$ cat config.mk
export PLATFORM = sky130hd
export DESIGN_NAME = http2_frame_deframer_flat
export DESIGN_NICKNAME = d
export VERILOG_FILES = /design/src/h2d_pkg.sv /design/src/h2d_if.sv /design/src/http2_frame_deframer.sv /design/src/h2d_out_queue.sv /design/src/flat_wrapper.sv
export SDC_FILE = /design/constraint.sdc
export NUM_CORES = 2
export LEC_CHECK = 0
export BUFFER_PORTS_ARGS = -buffer_cell sky130_fd_sc_hd__buf_4
export CAP_MARGIN = 30
export CELL_PAD_IN_SITES_DETAIL_PLACEMENT = 1
export CELL_PAD_IN_SITES_GLOBAL_PLACEMENT = 2
export CORE_UTILIZATION = 42
export DETAILED_ROUTE_END_ITERATION = 16
export PLACE_DENSITY_LB_ADDON = 0.1
export SETUP_SLACK_MARGIN = 0.5
export SYNTH_ARGS = -nofsm -noshare
export SYNTH_HDL_FRONTEND = slang
export SYNTH_SLANG_ARGS = --single-unit
$ cat constraint.sdc
create_clock -name clk -period 9.9 [get_ports clk]
set_clock_uncertainty 0.2 [all_clocks]
set_input_delay 0.495 -clock clk [delete_from_list [all_inputs] [get_ports clk]]
set_output_delay 0.495 -clock clk [all_outputs]
set_load 0.01 [all_outputs]
$ cat src/h2d_pkg.sv
// Package with types, constants and helpers shared by the HTTP/2 deframer files.
package h2d_pkg;

	localparam logic [2:0] KIND_PREFACE_OK  = 3'd0;
	localparam logic [2:0] KIND_PREFACE_BAD = 3'd1;
	localparam logic [2:0] KIND_HEADER      = 3'd2;
	localparam logic [2:0] KIND_SETTING     = 3'd3;
	localparam logic [2:0] KIND_PRIORITY    = 3'd4;
	localparam logic [2:0] KIND_BLOCK       = 3'd5;
	localparam logic [2:0] KIND_END         = 3'd6;

	localparam logic [1:0] ST_OK    = 2'd0;
	localparam logic [1:0] ST_PROTO = 2'd1;
	localparam logic [1:0] ST_SIZE  = 2'd2;

	localparam logic [7:0] T_HEADERS      = 8'd1;
	localparam logic [7:0] T_PRIORITY     = 8'd2;
	localparam logic [7:0] T_SETTINGS     = 8'd4;
	localparam logic [7:0] T_CONTINUATION = 8'd9;

	localparam int F_ACK_BIT      = 0;
	localparam int F_PADDED_BIT   = 3;
	localparam int F_PRIORITY_BIT = 5;

	localparam int PREFACE_LEN = 24;
	localparam int HEADER_LEN  = 9;

	typedef struct packed {
		logic [2:0]  kind;
		logic [7:0]  frame_type;
		logic [7:0]  frame_flags;
		logic [30:0] stream_id;
		logic [23:0] frame_length;
		logic [15:0] word_a;
		logic [31:0] word_b;
		logic        exclusive;
		logic [1:0]  status;
		logic        last;
	} result_t;

	function automatic logic [7:0] preface_byte(input logic [4:0] idx);
		logic [7:0] b;
		case (idx)
			5'd0: b = 8'h50;
			5'd1: b = 8'h52;
			5'd2: b = 8'h49;
			5'd3: b = 8'h20;
			5'd4: b = 8'h2a;
			5'd5: b = 8'h20;
			5'd6: b = 8'h48;
			5'd7: b = 8'h54;
			5'd8: b = 8'h54;
			5'd9: b = 8'h50;
			5'd10: b = 8'h2f;
			5'd11: b = 8'h32;
			5'd12: b = 8'h2e;
			5'd13: b = 8'h30;
			5'd14: b = 8'h0d;
			5'd15: b = 8'h0a;
			5'd16: b = 8'h0d;
			5'd17: b = 8'h0a;
			5'd18: b = 8'h53;
			5'd19: b = 8'h4d;
			5'd20: b = 8'h0d;
			5'd21: b = 8'h0a;
			5'd22: b = 8'h0d;
			5'd23: b = 8'h0a;
			default: b = 8'h00;
		endcase
		return b;
	endfunction

endpackage

$ cat src/h2d_if.sv
// Valid/ready channel interfaces for bytes, results and configuration.
interface h2d_byte_if;
	logic       valid;
	logic       ready;
	logic [7:0] rx_byte;
	modport source (output valid, output rx_byte, input ready);
	modport sink (input valid, input rx_byte, output ready);
endinterface

interface h2d_result_if;
	import h2d_pkg::*;
	logic    valid;
	logic    ready;
	result_t data;
	modport source (output valid, output data, input ready);
	modport sink (input valid, input data, output ready);
endinterface

interface h2d_cfg_if;
	logic valid;
	logic ready;
	logic data;
	modport source (output valid, output data, input ready);
	modport sink (input valid, input data, output ready);
endinterface

$ cat src/http2_frame_deframer.sv
// Top level of the HTTP/2 frame deframer.
// The block takes one received byte per request on the input channel and
// gives result requests on the output channel: preface status, frame header,
// setting pairs, priority fields, header block bytes and a frame end with
// status. One byte causes at most two results; the last one has last set.
// The configuration channel writes preface_required; it is sampled by the
// first byte after reset.
// Each byte is registered, decoded combinationally and its results land in a
// four-entry queue, so a result passes the input register and then the queue
// before it appears. A byte can be taken every cycle while the queue, counting the
// results of the byte in the input register and a result leaving in the same
// cycle, keeps two free entries; a byte that gives two results takes two
// queue entries.
// At reset all parser state clears and the queue empties.
// When the receiver stalls, the queue fills and input ready drops; no result
// is lost.
module http2_frame_deframer (
	input  logic          clk,
	input  logic          arst_n,
	h2d_byte_if.sink      in,
	h2d_cfg_if.sink       cfg,
	h2d_result_if.source  out
);
	import h2d_pkg::*;

	localparam logic [2:0] PH_START   = 3'd0;
	localparam logic [2:0] PH_PREFACE = 3'd1;
	localparam logic [2:0] PH_HEADER  = 3'd2;
	localparam logic [2:0] PH_PAYLOAD = 3'd3;
	localparam logic [2:0] PH_HALT    = 3'd4;

	logic        pref_req_q;
	logic        v_s1;
	logic [7:0]  b_s1;
	logic        room;
	logic        push0, push1;
	result_t     r0, r1;

	logic [2:0]  phase_q;
	logic [4:0]  pidx_q;
	logic [3:0]  hcnt_q;
	logic [23:0] len_q;
	logic [7:0]  type_q;
	logic [7:0]  flags_q;
	logic [30:0] strm_q;
	logic [23:0] left_q;
	logic [7:0]  pad_q;
	logic [2:0]  gcnt_q;
	logic [47:0] gsh_q;
	logic [1:0]  fst_q;

	logic [2:0]  phase_d;
	logic [4:0]  pidx_d;
	logic [3:0]  hcnt_d;
	logic [23:0] len_d;
	logic [7:0]  type_d;
	logic [7:0]  flags_d;
	logic [30:0] strm_d;
	logic [23:0] left_d;
	logic [7:0]  pad_d;
	logic [2:0]  gcnt_d;
	logic [47:0] gsh_d;
	logic [1:0]  fst_d;

	assign in.ready = room;
	assign cfg.ready = 1'b1;

	always_ff @(posedge clk or negedge arst_n) begin
		if (!arst_n) begin
			pref_req_q <= 1'b1;
			v_s1 <= 1'b0;
		end else begin
			if (cfg.valid) begin
				pref_req_q <= cfg.data;
			end
			v_s1 <= in.valid && in.ready;
		end
	end

	always_ff @(posedge clk) begin
		if (in.valid && in.ready) begin
			b_s1 <= in.rx_byte;
		end
	end

	// A length is a multiple of six when it is even and its base-4 digit sum
	// is a multiple of three.
	function automatic logic len_mult6(input logic [23:0] l);
		logic [5:0] s;
		logic [3:0] t;
		s = '0;
		for (int i = 0; i < 12; i++) begin
			s = s + {4'd0, l[2*i +: 2]};
		end
		t = {2'd0, s[1:0]} + {2'd0, s[3:2]} + {2'd0, s[5:4]};
		return !l[0] && (t inside {4'd0, 4'd3, 4'd6, 4'd9});
	endfunction

	function automatic logic [1:0] checks(input logic [7:0] t, input logic [7:0] f,
		input logic [30:0] s, input logic [23:0] l);
		logic [1:0] st;
		st = ST_OK;
		if (t == T_SETTINGS) begin
			if (s != 31'd0) st = ST_PROTO;
			else if (f[F_ACK_BIT]) st = (l != 24'd0) ? ST_SIZE : ST_OK;
			else if (!len_mult6(l)) st = ST_SIZE;
		end else if (t == T_PRIORITY) begin
			if (s == 31'd0) st = ST_PROTO;
			else if (l != 24'd5) st = ST_SIZE;
		end else if (t == T_HEADERS) begin
			if (f[F_PADDED_BIT]) begin
				if (l == 24'd0) st = ST_PROTO;
			end else if (f[F_PRIORITY_BIT] && l < 24'd5) begin
				st = ST_SIZE;
			end
		end
		return st;
	endfunction

	function automatic result_t mk(input logic [2:0] k, input logic [7:0] t,
		input logic [7:0] f, input logic [30:0] s, input logic [23:0] l,
		input logic [15:0] a, input logic [31:0] bw, input logic ex, input logic [1:0] st);
		result_t r;
		logic ctx;
		ctx = k >= KIND_HEADER;
		r.kind = k;
		r.frame_type = ctx ? t : 8'd0;
		r.frame_flags = ctx ? f : 8'd0;
		r.stream_id = ctx ? s : 31'd0;
		r.frame_length = ctx ? l : 24'd0;
		r.word_a = a;
		r.word_b = bw;
		r.exclusive = ex;
		r.status = st;
		r.last = 1'b0;
		return r;
	endfunction

	always_comb begin
		logic [2:0]  ph;
		logic        emit_a, emit_b;
		result_t     ra, rb;
		logic [47:0] sh;
		logic        first;
		logic [23:0] rest;
		ph = phase_q;
		phase_d = phase_q;
		pidx_d = pidx_q;
		hcnt_d = hcnt_q;
		len_d = len_q;
		type_d = type_q;
		flags_d = flags_q;
		strm_d = strm_q;
		left_d = left_q;
		pad_d = pad_q;
		gcnt_d = gcnt_q;
		gsh_d = gsh_q;
		fst_d = fst_q;
		emit_a = 1'b0;
		emit_b = 1'b0;
		ra = '0;
		rb = '0;
		sh = {gsh_q[39:0], b_s1};
		first = left_q == len_q;
		rest = len_q - 24'd1;
		if (ph == PH_START) begin
			ph = pref_req_q ? PH_PREFACE : PH_HEADER;
		end
		case (ph)
			PH_PREFACE: begin
				if (b_s1 != preface_byte(pidx_q)) begin
					emit_a = 1'b1;
					ra = mk(KIND_PREFACE_BAD, 8'd0, 8'd0, 31'd0, 24'd0, 16'd0, 32'd0,
						1'b0, ST_OK);
					phase_d = PH_HALT;
				end else begin
					pidx_d = pidx_q + 5'd1;
					phase_d = PH_PREFACE;
					if (pidx_q == 5'(PREFACE_LEN - 1)) begin
						emit_a = 1'b1;
						ra = mk(KIND_PREFACE_OK, 8'd0, 8'd0, 31'd0, 24'd0, 16'd0,
							32'd0, 1'b0, ST_OK);
						phase_d = PH_HEADER;
						hcnt_d = 4'd0;
					end
				end
			end
			PH_HEADER: begin
				phase_d = PH_HEADER;
				if (hcnt_q == 4'd0) begin
					len_d = {16'd0, b_s1};
					strm_d = '0;
				end else if (hcnt_q < 4'd3) begin
					len_d = {len_q[15:0], b_s1};
				end else if (hcnt_q == 4'd3) begin
					type_d = b_s1;
				end else if (hcnt_q == 4'd4) begin
					flags_d = b_s1;
				end else begin
					strm_d = {strm_q[22:0], b_s1};
				end
				hcnt_d = hcnt_q + 4'd1;
				if (hcnt_q == 4'(HEADER_LEN - 1)) begin
					hcnt_d = 4'd0;
					left_d = len_q;
					pad_d = '0;
					gcnt_d = '0;
					gsh_d = '0;
					fst_d = checks(type_q, flags_q, strm_d, len_q);
					emit_a = 1'b1;
					ra = mk(KIND_HEADER, type_q, flags_q, strm_d, len_q, 16'd0, 32'd0,
						1'b0, ST_OK);
					if (len_q == 24'd0) begin
						emit_b = 1'b1;
						rb = mk(KIND_END, type_q, flags_q, strm_d, len_q, 16'd0, 32'd0,
							1'b0, fst_d);
					end else begin
						phase_d = PH_PAYLOAD;
					end
				end
			end
			PH_PAYLOAD: begin
				left_d = left_q - 24'd1;
				if (fst_q == ST_OK) begin
					if (type_q == T_SETTINGS) begin
						if (gcnt_q == 3'd5) begin
							emit_a = 1'b1;
							ra = mk(KIND_SETTING, type_q, flags_q, strm_q, len_q,
								sh[47:32], sh[31:0], 1'b0, ST_OK);
							gcnt_d = '0;
							gsh_d = '0;
						end else begin
							gcnt_d = gcnt_q + 3'd1;
							gsh_d = sh;
						end
					end else if (type_q == T_PRIORITY) begin
						gcnt_d = gcnt_q + 3'd1;
						gsh_d = sh;
						if (gcnt_q == 3'd4) begin
							emit_a = 1'b1;
							ra = mk(KIND_PRIORITY, type_q, flags_q, strm_q, len_q,
								{8'd0, sh[7:0]}, {1'b0, sh[38:8]}, sh[39], ST_OK);
						end
					end else if (type_q == T_HEADERS) begin
						if (flags_q[F_PADDED_BIT] && first) begin
							pad_d = b_s1;
							if ({16'd0, b_s1} > rest) begin
								fst_d = ST_PROTO;
							end else if (flags_q[F_PRIORITY_BIT] &&
								(rest - {16'd0, b_s1}) < 24'd5) begin
								fst_d = ST_SIZE;
							end
						end else if (flags_q[F_PRIORITY_BIT] && gcnt_q < 3'd5) begin
							gcnt_d = gcnt_q + 3'd1;
							gsh_d = sh;
							if (gcnt_q == 3'd4) begin
								emit_a = 1'b1;
								ra = mk(KIND_PRIORITY, type_q, flags_q, strm_q, len_q,
									{8'd0, sh[7:0]}, {1'b0, sh[38:8]}, sh[39], ST_OK);
							end
						end else if (left_q > {16'd0, pad_q}) begin
							emit_a = 1'b1;
							ra = mk(KIND_BLOCK, type_q, flags_q, strm_q, len_q,
								{8'd0, b_s1}, 32'd0, 1'b0, ST_OK);
						end
					end else if (type_q == T_CONTINUATION) begin
						emit_a = 1'b1;
						ra = mk(KIND_BLOCK, type_q, flags_q, strm_q, len_q,
							{8'd0, b_s1}, 32'd0, 1'b0, ST_OK);
					end
				end
				if (left_d == 24'd0) begin
					emit_b = 1'b1;
					rb = mk(KIND_END, type_q, flags_q, strm_q, len_q, 16'd0, 32'd0,
						1'b0, fst_d);
					phase_d = PH_HEADER;
					hcnt_d = 4'd0;
				end
			end
			default: begin
				phase_d = ph;
			end
		endcase
		push0 = v_s1 && (emit_a || emit_b);
		push1 = v_s1 && emit_a && emit_b;
		if (emit_a) begin
			r0 = ra;
			r1 = rb;
			r1.last = 1'b1;
			r0.last = !emit_b;
		end else begin
			r0 = rb;
			r0.last = 1'b1;
			r1 = rb;
		end
	end

	always_ff @(posedge clk or negedge arst_n) begin
		if (!arst_n) begin
			phase_q <= PH_START;
			pidx_q <= '0;
			hcnt_q <= '0;
			len_q <= '0;
			type_q <= '0;
			flags_q <= '0;
			strm_q <= '0;
			left_q <= '0;
			pad_q <= '0;
			gcnt_q <= '0;
			gsh_q <= '0;
			fst_q <= '0;
		end else if (v_s1) begin
			phase_q <= phase_d;
			pidx_q <= pidx_d;
			hcnt_q <= hcnt_d;
			len_q <= len_d;
			type_q <= type_d;
			flags_q <= flags_d;
			strm_q <= strm_d;
			left_q <= left_d;
			pad_q <= pad_d;
			gcnt_q <= gcnt_d;
			gsh_q <= gsh_d;
			fst_q <= fst_d;
		end
	end

	h2d_out_queue u_queue (
		.clk    (clk),
		.arst_n (arst_n),
		.push0  (push0),
		.push1  (push1),
		.data0  (r0),
		.data1  (r1),
		.room   (room),
		.out    (out)
	);
endmodule

$ cat src/h2d_out_queue.sv
// Small result queue that holds up to two results from each byte plus slack.
module h2d_out_queue (
	input  logic             clk,
	input  logic             arst_n,
	input  logic             push0,
	input  logic             push1,
	input  h2d_pkg::result_t data0,
	input  h2d_pkg::result_t data1,
	output logic             room,
	h2d_result_if.source     out
);
	import h2d_pkg::*;

	result_t    mem_q [4];
	logic [1:0] wr_q;
	logic [1:0] rd_q;
	logic [2:0] cnt_q;
	logic       pop;
	logic [2:0] n_push;
	logic [3:0] fill;

	assign pop = out.valid && out.ready;
	assign n_push = {2'b0, push0} + {2'b0, push1};
	assign out.valid = cnt_q != 3'd0;
	assign out.data = mem_q[rd_q];
	// The byte taken now pushes up to two results in the next cycle, so the
	// count after this edge must leave two entries free.
	assign fill = {1'b0, cnt_q} + {1'b0, n_push} - {3'b0, pop};
	assign room = fill <= 4'd2;

	always_ff @(posedge clk) begin
		if (push0) begin
			mem_q[wr_q] <= data0;
		end
		if (push1) begin
			mem_q[wr_q + {1'b0, push0}] <= data1;
		end
	end

	always_ff @(posedge clk or negedge arst_n) begin
		if (!arst_n) begin
			wr_q <= '0;
			rd_q <= '0;
			cnt_q <= '0;
		end else begin
			wr_q <= wr_q + n_push[1:0];
			if (pop) begin
				rd_q <= rd_q + 2'd1;
			end
			cnt_q <= cnt_q + n_push - {2'b0, pop};
		end
	end
endmodule

$ cat src/flat_wrapper.sv
// flat-port wrapper written by rule: the top's interface ports become plain ports
module http2_frame_deframer_flat import h2d_pkg::*;
  (clk, arst_n, in_valid, in_rx_byte, in_ready, cfg_valid, cfg_data, cfg_ready, out_valid, out_data, out_ready);
  h2d_byte_if in_i ();
  h2d_cfg_if cfg_i ();
  h2d_result_if out_i ();
  input  logic clk;
  input  logic arst_n;
  input wire logic [$bits(in_i.valid)-1:0] in_valid;
  input wire logic [$bits(in_i.rx_byte)-1:0] in_rx_byte;
  output wire logic [$bits(in_i.ready)-1:0] in_ready;
  input wire logic [$bits(cfg_i.valid)-1:0] cfg_valid;
  input wire logic [$bits(cfg_i.data)-1:0] cfg_data;
  output wire logic [$bits(cfg_i.ready)-1:0] cfg_ready;
  output wire logic [$bits(out_i.valid)-1:0] out_valid;
  output wire logic [$bits(out_i.data)-1:0] out_data;
  input wire logic [$bits(out_i.ready)-1:0] out_ready;
  assign in_i.valid = in_valid;
  assign in_i.rx_byte = in_rx_byte;
  assign in_ready = in_i.ready;
  assign cfg_i.valid = cfg_valid;
  assign cfg_i.data = cfg_data;
  assign cfg_ready = cfg_i.ready;
  assign out_valid = out_i.valid;
  assign out_data = out_i.data;
  assign out_i.ready = out_ready;
  http2_frame_deframer u_core (.clk(clk), .arst_n(arst_n), .in(in_i), .cfg(cfg_i), .out(out_i));
endmodule
-- Word level (Yosys, flattened, before mapping)
Memory sizes are Yosys's and may differ from the RTL's.
Cells that the tools add are included.
- add/sub/neg operators: 27
- $lt $le $gt $ge: 7
- eq/ne operators: 31
- multiplexer cells: 110
- bitwise logic cells: 4
- reduce and logical (&&, ||, !) cells: 37
- operator list (operator ; count):
    two-way mux 126 bit ; 13
    case mux 126 bit (3 select lines) ; 1
    two-way mux 40 bit ; 8
    case mux 126 bit (2 select lines) ; 1
    two-way mux 125 bit ; 2
    two-way mux 31 bit ; 5
    two-way mux 124 bit ; 1
    case mux 40 bit (2 select lines) ; 1
    two-way mux 24 bit ; 3
    adder 6 x 2 -> 6 bit ; 10
    two-way mux 8 bit ; 7
    zero test 24 bit ; 2
    less-than comparator 24 x 3 -> 1 bit, second input constant ; 2
    case mux 24 bit (2 select lines) ; 1
    subtractor 24 x 1 -> 24 bit, second input constant ; 2
    two-way mux 2 bit ; 21
    two-way mux 3 bit ; 12
    zero test 31 bit ; 1
    nonzero test 31 bit ; 1
    == test 24 bit ; 1
    > comparator 24 x 8 -> 1 bit ; 1
    > comparator 8 x 24 -> 1 bit ; 1
    != test 24 x 3 -> 1 bit, second input constant ; 1
    nonzero test 24 bit ; 1
    other kinds (58) ; 117
- flip-flop bits (word level): 177
- bits in writable memories: 504
- memory bits (read-only): 224
- input port bits: 14
- memories kept: 2
- memories (memory ; words ; bits a word ; read ports ; clocked after memory_dff ; write ports ; line ; RTL):
    u_core.u_queue.mem_q ; 4 ; 126 ; 1 ; 0 ; 2 ; h2d_out_queue.sv:14 ; result_t mem_q [4];
    (no name shown) ; 32 ; 7 ; 1 ; 0 ; 0 ; h2d_pkg.sv:43 ; case (idx)

-- Depth between registers and ports, before layout
- word-level depth: 24
- mapped depth: 27
- depth with buffers taken out: 27

-- By module
A second synthesis with hierarchy kept.
- cell total of the unflattened synthesis: 3055
- area, all modules: 38723.4 µm²
- modules (own cells, without submodules) (module ; instances ; cells an instance ; area an instance (µm²) ; seq. area each (µm²)):
    h2d_out_queue ; 1 ; 1269 ; 24657.4 ; 15309.7
    http2_frame_deframer ; 1 ; 1786 ; 14066.0 ; 4295.4

-- Worst setup path before layout
OpenSTA, ideal clock, no wires.
- kind: register to register
- from: reg u_core.pidx_q[2]
- to: mem u_core.u_queue.mem_q[3][0] (netlist name) (enable)
- setup time: 0.467 ns
- arrival: 6.842 ns
- slack: 2.391 ns
- stages on the path, launching flop included: 22
- buffers on the path: 6
- period minus slack after synthesis: 7.509 ns
- cell sequence: dfrtp_1 -> clkbuf_1 -> clkbuf_1 -> inv_1 -> ha_1 -> mux2_2 -> a221oi_1 -> o2111ai_1 -> or4_1 -> buf_2 -> o21ai_1 -> buf_4 -> clkbuf_1 -> nand3_1 -> and2_1 -> ha_1 -> xor2_1 -> nand3_1 -> a311oi_1 -> nor2_2 -> inv_2 -> clkbuf_1
- RTL lines (what ; line ; RTL):
    start: declaration ; http2_frame_deframer.sv:40 ; logic [4:0] pidx_q;
    start signal: assignment ; http2_frame_deframer.sv:314 ; pidx_q <= pidx_d;
    end: declaration ; h2d_out_queue.sv:14 ;

-- Final worst setup path
- from: reg u_core.left_q[10]
- to: out in_ready
- longest elaborated chain between the ends: 15
- elaborated cells between the ends (all ways): 23
- classes of those cells: add/sub: 4; order compare: 2; eq/ne: 1; mux: 10; reduce/logical: 6
- RTL lines (what ; line ; RTL):
    start: declaration ; http2_frame_deframer.sv:46 ; logic [23:0] left_q;
    start signal: assignment ; http2_frame_deframer.sv:320 ; left_q <= left_d;
    > comparator 24 x 8 -> 1 bit ; http2_frame_deframer.sv:261 ; end else if (left_q > {16'd0, pad_q}) begin
    two-way mux 1 bit ; http2_frame_deframer.sv:261 ;
    two-way mux 1 bit ; http2_frame_deframer.sv:253 ; end else if (flags_q[F_PRIORITY_BIT] && gcnt_q < 3'd5) begin
    two-way mux 1 bit ; http2_frame_deframer.sv:245 ; if (flags_q[F_PADDED_BIT] && first) begin
    two-way mux 1 bit ; http2_frame_deframer.sv:244 ; end else if (type_q == T_HEADERS) begin
    two-way mux 1 bit ; http2_frame_deframer.sv:236 ; end else if (type_q == T_PRIORITY) begin
    two-way mux 1 bit ; http2_frame_deframer.sv:225 ; if (type_q == T_SETTINGS) begin
    two-way mux 1 bit ; http2_frame_deframer.sv:224 ; if (fst_q == ST_OK) begin
    case mux 1 bit (3 select lines) ; http2_frame_deframer.sv:169 ; case (ph)
    logical OR 1 bit / logical AND 1 bit (equally long branches) ; http2_frame_deframer.sv:284, http2_frame_deframer.sv:285 ;
    logical AND 1 bit (on tied branches) ; http2_frame_deframer.sv:284, http2_frame_deframer.sv:285 ;
    adder 1 x 1 -> 2 bit * ; h2d_out_queue.sv:23 ; assign n_push = {2'b0, push0} + {2'b0, push1};
    adder 3 x 2 -> 4 bit * ; h2d_out_queue.sv:28 ; assign fill = {1'b0, cnt_q} + {1'b0, n_push} - {3'b0, pop};
    subtractor 4 x 1 -> 4 bit * ; h2d_out_queue.sv:28 ;
    net u_core.u_queue.fill[2] ; h2d_out_queue.sv:20 ; logic [3:0] fill;
    less-or-equal comparator 4 x 2 -> 1 bit * ; h2d_out_queue.sv:29 ; assign room = fill <= 4'd2;
    end: declaration ; flat_wrapper.sv:11 ; output wire logic [$bits(in_i.ready)-1:0] in_ready;
Mark *: on every way through the listed nets, which the timed path passes. The rest lies on a longest branch.

==> metrics.csv <==
metric,value,unit
Sw Pwr,4.00,mW
Seq cells post-synth,681,
Routed WL per cell,26.0,µm
vias in the first global route,27500,
I/O pins,143,
vias per inst,5.98,
clk sinks,681,
RePlAce Congestion,0.875,
post-synth net total,3305,
ys async rst share,24.8,%
Mapped Area,0.0346,mm²
worst setup path end,in_ready,
fillers,8620,
Leak,13.6,nW
full die area,0.0836,mm²
Slew @ Worst Pin,1.07,ns
Total Nets Final,3354,
crit start category,flop,
Ys Warns,0,
grt total ovfl,0,
CORE AREA,0.0811,mm²
reg2reg setup slack,2.16,ns
Logic pwr share,39.7,%
Multi-input gate area,0.0157,mm²
Worst Path Max Fanout,21,
final hold vios,0,
Starting DRT DRC Count,1755,
Fin Setup TNS,0,ns
mean area per synthesized cell,10.8,µm²
Area contributors post-synth,"edfxtp_1, dfrtp_1, dfxtp_1",
min Tclk post-route,7.78,ns
unique cell type count in the Yosys netlist,96,
CTS Buf Count,78,
largest net degree at the start of global routing,68,
Clock Tree Buf Depth,3,
CP Class,flop to output pin,
post-route cell area,0.0393,mm²
ant diodes,0,
run status,"complete, no violations",
Syn Inst Count,3215,
worst vdd ir,0.248,mV
crit share post-route,78.5,%
# port buffers,141,
DIE HEIGHT,289,µm
final setup violation count,0,
DPL Wire Length,74900,µm
RSZ-0062 raised after global routing,false,
FF/Latch Area,0.0176,mm²
Row Count,104,
Tot GR Track Use,27.4,%
FF-to-FF Start,u_core.left_q[10],
die width,289,µm
initial core utilization,42.7,%
WP data required,9.21,ns
Placed Cells,4233,
Hold Crit Class,primary input to flop,
share of the synthesized area in the top cell type,27.1,%
"Hold-fix buffers, CTS",10,
area delta synth->final,13.4,%
vias,26200,
synth cell count leaders,"nor2_1, nand2_1, edfxtp_1",
share of total power in the clock network,27.1,%
Slew HR,28.3,%
share of cells above drive strength 1,15.7,%
CTS tree,yes,
Internal,6.39,mW
initial antenna violation count,3,
max-cap violations,0,
post-CTS setup buffer count,0,
top-count cell post-synth,nor2_1,
cell taking the most area after synthesis,edfxtp_1,
maximum clock frequency,129,MHz
CTS H-tree lvls,3,
TritonRoute pass-1 iters,5,
Clock transition at path regs,0.06,ns
total power per unit cell area,265,mW/mm²
# DRC,0,
Antenna Violating Nets Remaining,0,
arrival time of the worst setup path,7.08,ns
worst hold slack,0.0471,ns
first-pass GRT wire length,174000,µm
total wire length,114000,µm
worst r2r dst,u_core.u_queue.mem_q[2][104],
ys flop type,edfxtp_1,
sequential share of power,33.2,%
CTS root buf,clkbuf_16,
max-slew violations,0,
"EDFF count, synth",312,
switch share,38.5,%
post-route insts no fill,4388,
cells on worst reg2reg path,15,
crit end category,output pin,
Placed Instance Area,0.0367,mm²
Clock Latency Late Sink,0.64,ns
sequential share of the synthesized area,50.9,%
post-CTS resize count,0,
Worst Setup SP,u_core.left_q[10],
## registers in the layout, indices dropped and copies added (netlist names), 4 cells and up
name                  flops
u_core.type_q             8
u_core.len_q             24
u_core.b_s1               8
u_core.pidx_q             5
u_core.flags_q            8
u_core.left_q            24
u_core.pad_q              8
u_core.hcnt_q             4
u_core.gsh_q             40
u_core.strm_q            31
u_core.u_queue.mem_q    504
## how the worst min path moves through the flow
stage / cells after the start / slack (ns) / startpoint / endpoint
final: 3 / 0.05 / cfg_data / u_core.pref_req_q
after global routing: 3 / 0.04 / cfg_data / u_core.pref_req_q
after CTS: 3 / 0.009 / cfg_data / u_core.pref_req_q
after detailed placement: 2 / 0.24 / u_core.u_queue.mem_q[0][31] / u_core.u_queue.mem_q[0][31]
after global placement: 2 / 0.23 / u_core.u_queue.mem_q[0][14] / u_core.u_queue.mem_q[0][14]
after floorplan: 0 / -0.0006 / arst_n / u_core.flags_q[0]
## layer usage
metal  GRT usage (%)  wire length (µm)
met4            7.12              2630
met3            3.50              5230
met2            45.4             55000
met1            38.0             51300
met5               0                 0
## layout by cell type, fill, tap and decap left out, drive strengths merged, types with 35 or more instances in the layout
master  netlist  layout
edfxtp      312     312
mux4        126     126
a21oi       175     175
a22oi        43      43
mux2i       104     104
ha           53      53
buf          94     211
and2         68      68
nand3        66      66
nor2        357     357
inv         102     101
nor3         61      61
a22o         77      77
xnor2        42      42
o21ai       182     182
o22ai        35      35
nor2b        96      96
nand2       320     320
dfrtp       168     168
clkbuf      158     114
dfxtp       200     200
## stage by stage
stage | utilization (%) | total power, mW | setup slack (ns)
2_1_floorplan | - | 6.21 | 2.39
3_3_place_gp | 45.1 | 7.50 | 2.45
3_5_place_dp | 45.2 | 7.64 | 2.21
4_1_cts | 48.4 | 10.5 | 2.09
5_1_grt | 48.4 | 11.0 | 1.62
6_report | 48.4 | 10.4 | 2.12
## critical path, stage by stage, from the launching register on
cell and delay, ns:
dfrtp_1 0.56, nor4_4 0.52, nand3_1 0.37, or4_1 0.65
o41ai_1 0.40, o21ai_1 0.19, nand2_1 0.79, nand3_1 0.34
and2_1 0.30, ha_1 0.35, inv_1 0.08, ha_1 0.27
inv_1 0.05, ha_1 0.17, inv_1 0.07, fa_1 0.43
xnor2_1 0.16, a211oi_1 0.47, buf_4 0.22
## cells by family (layout without fill, tap and decap cells)
group                    count (synthesis)  count (layout)  synth area share, %
adder cells (fa/ha/maj)                 76              76                 3.25
AND/OR/NAND/NOR                       1115            1115                 15.3
multiplexers                           245             245                 11.7
AO/OA/AOI/OAI                          676             676                 12.9
other                                    1               1               0.0108
buffers and inverters                  358             471                 4.38
XOR/XNOR                                63              63                 1.59
flip-flops                             681             681                 50.9
## final cells by class
class	instances	area share, %
flip-flops and latches	681	44.9
multi-input cells	2176	39.9
clock buffers	114	5.55
repair buffers	221	4.55
well taps	1060	3.38
inverters	106	1.03
clock inverters	30	0.755
## power by group through the flow
stage               Sequential [mW]  Clock [mW]  Combinational (mW)
floorplan                      3.25           0                2.95
finish                         3.45        2.82                4.12
global placement               3.49           0                4.01
detailed placement             3.50           0                4.14
global route                   3.48        2.98                4.55
CTS                            3.45        2.88                4.16
(Power assumes the default switching activity.)
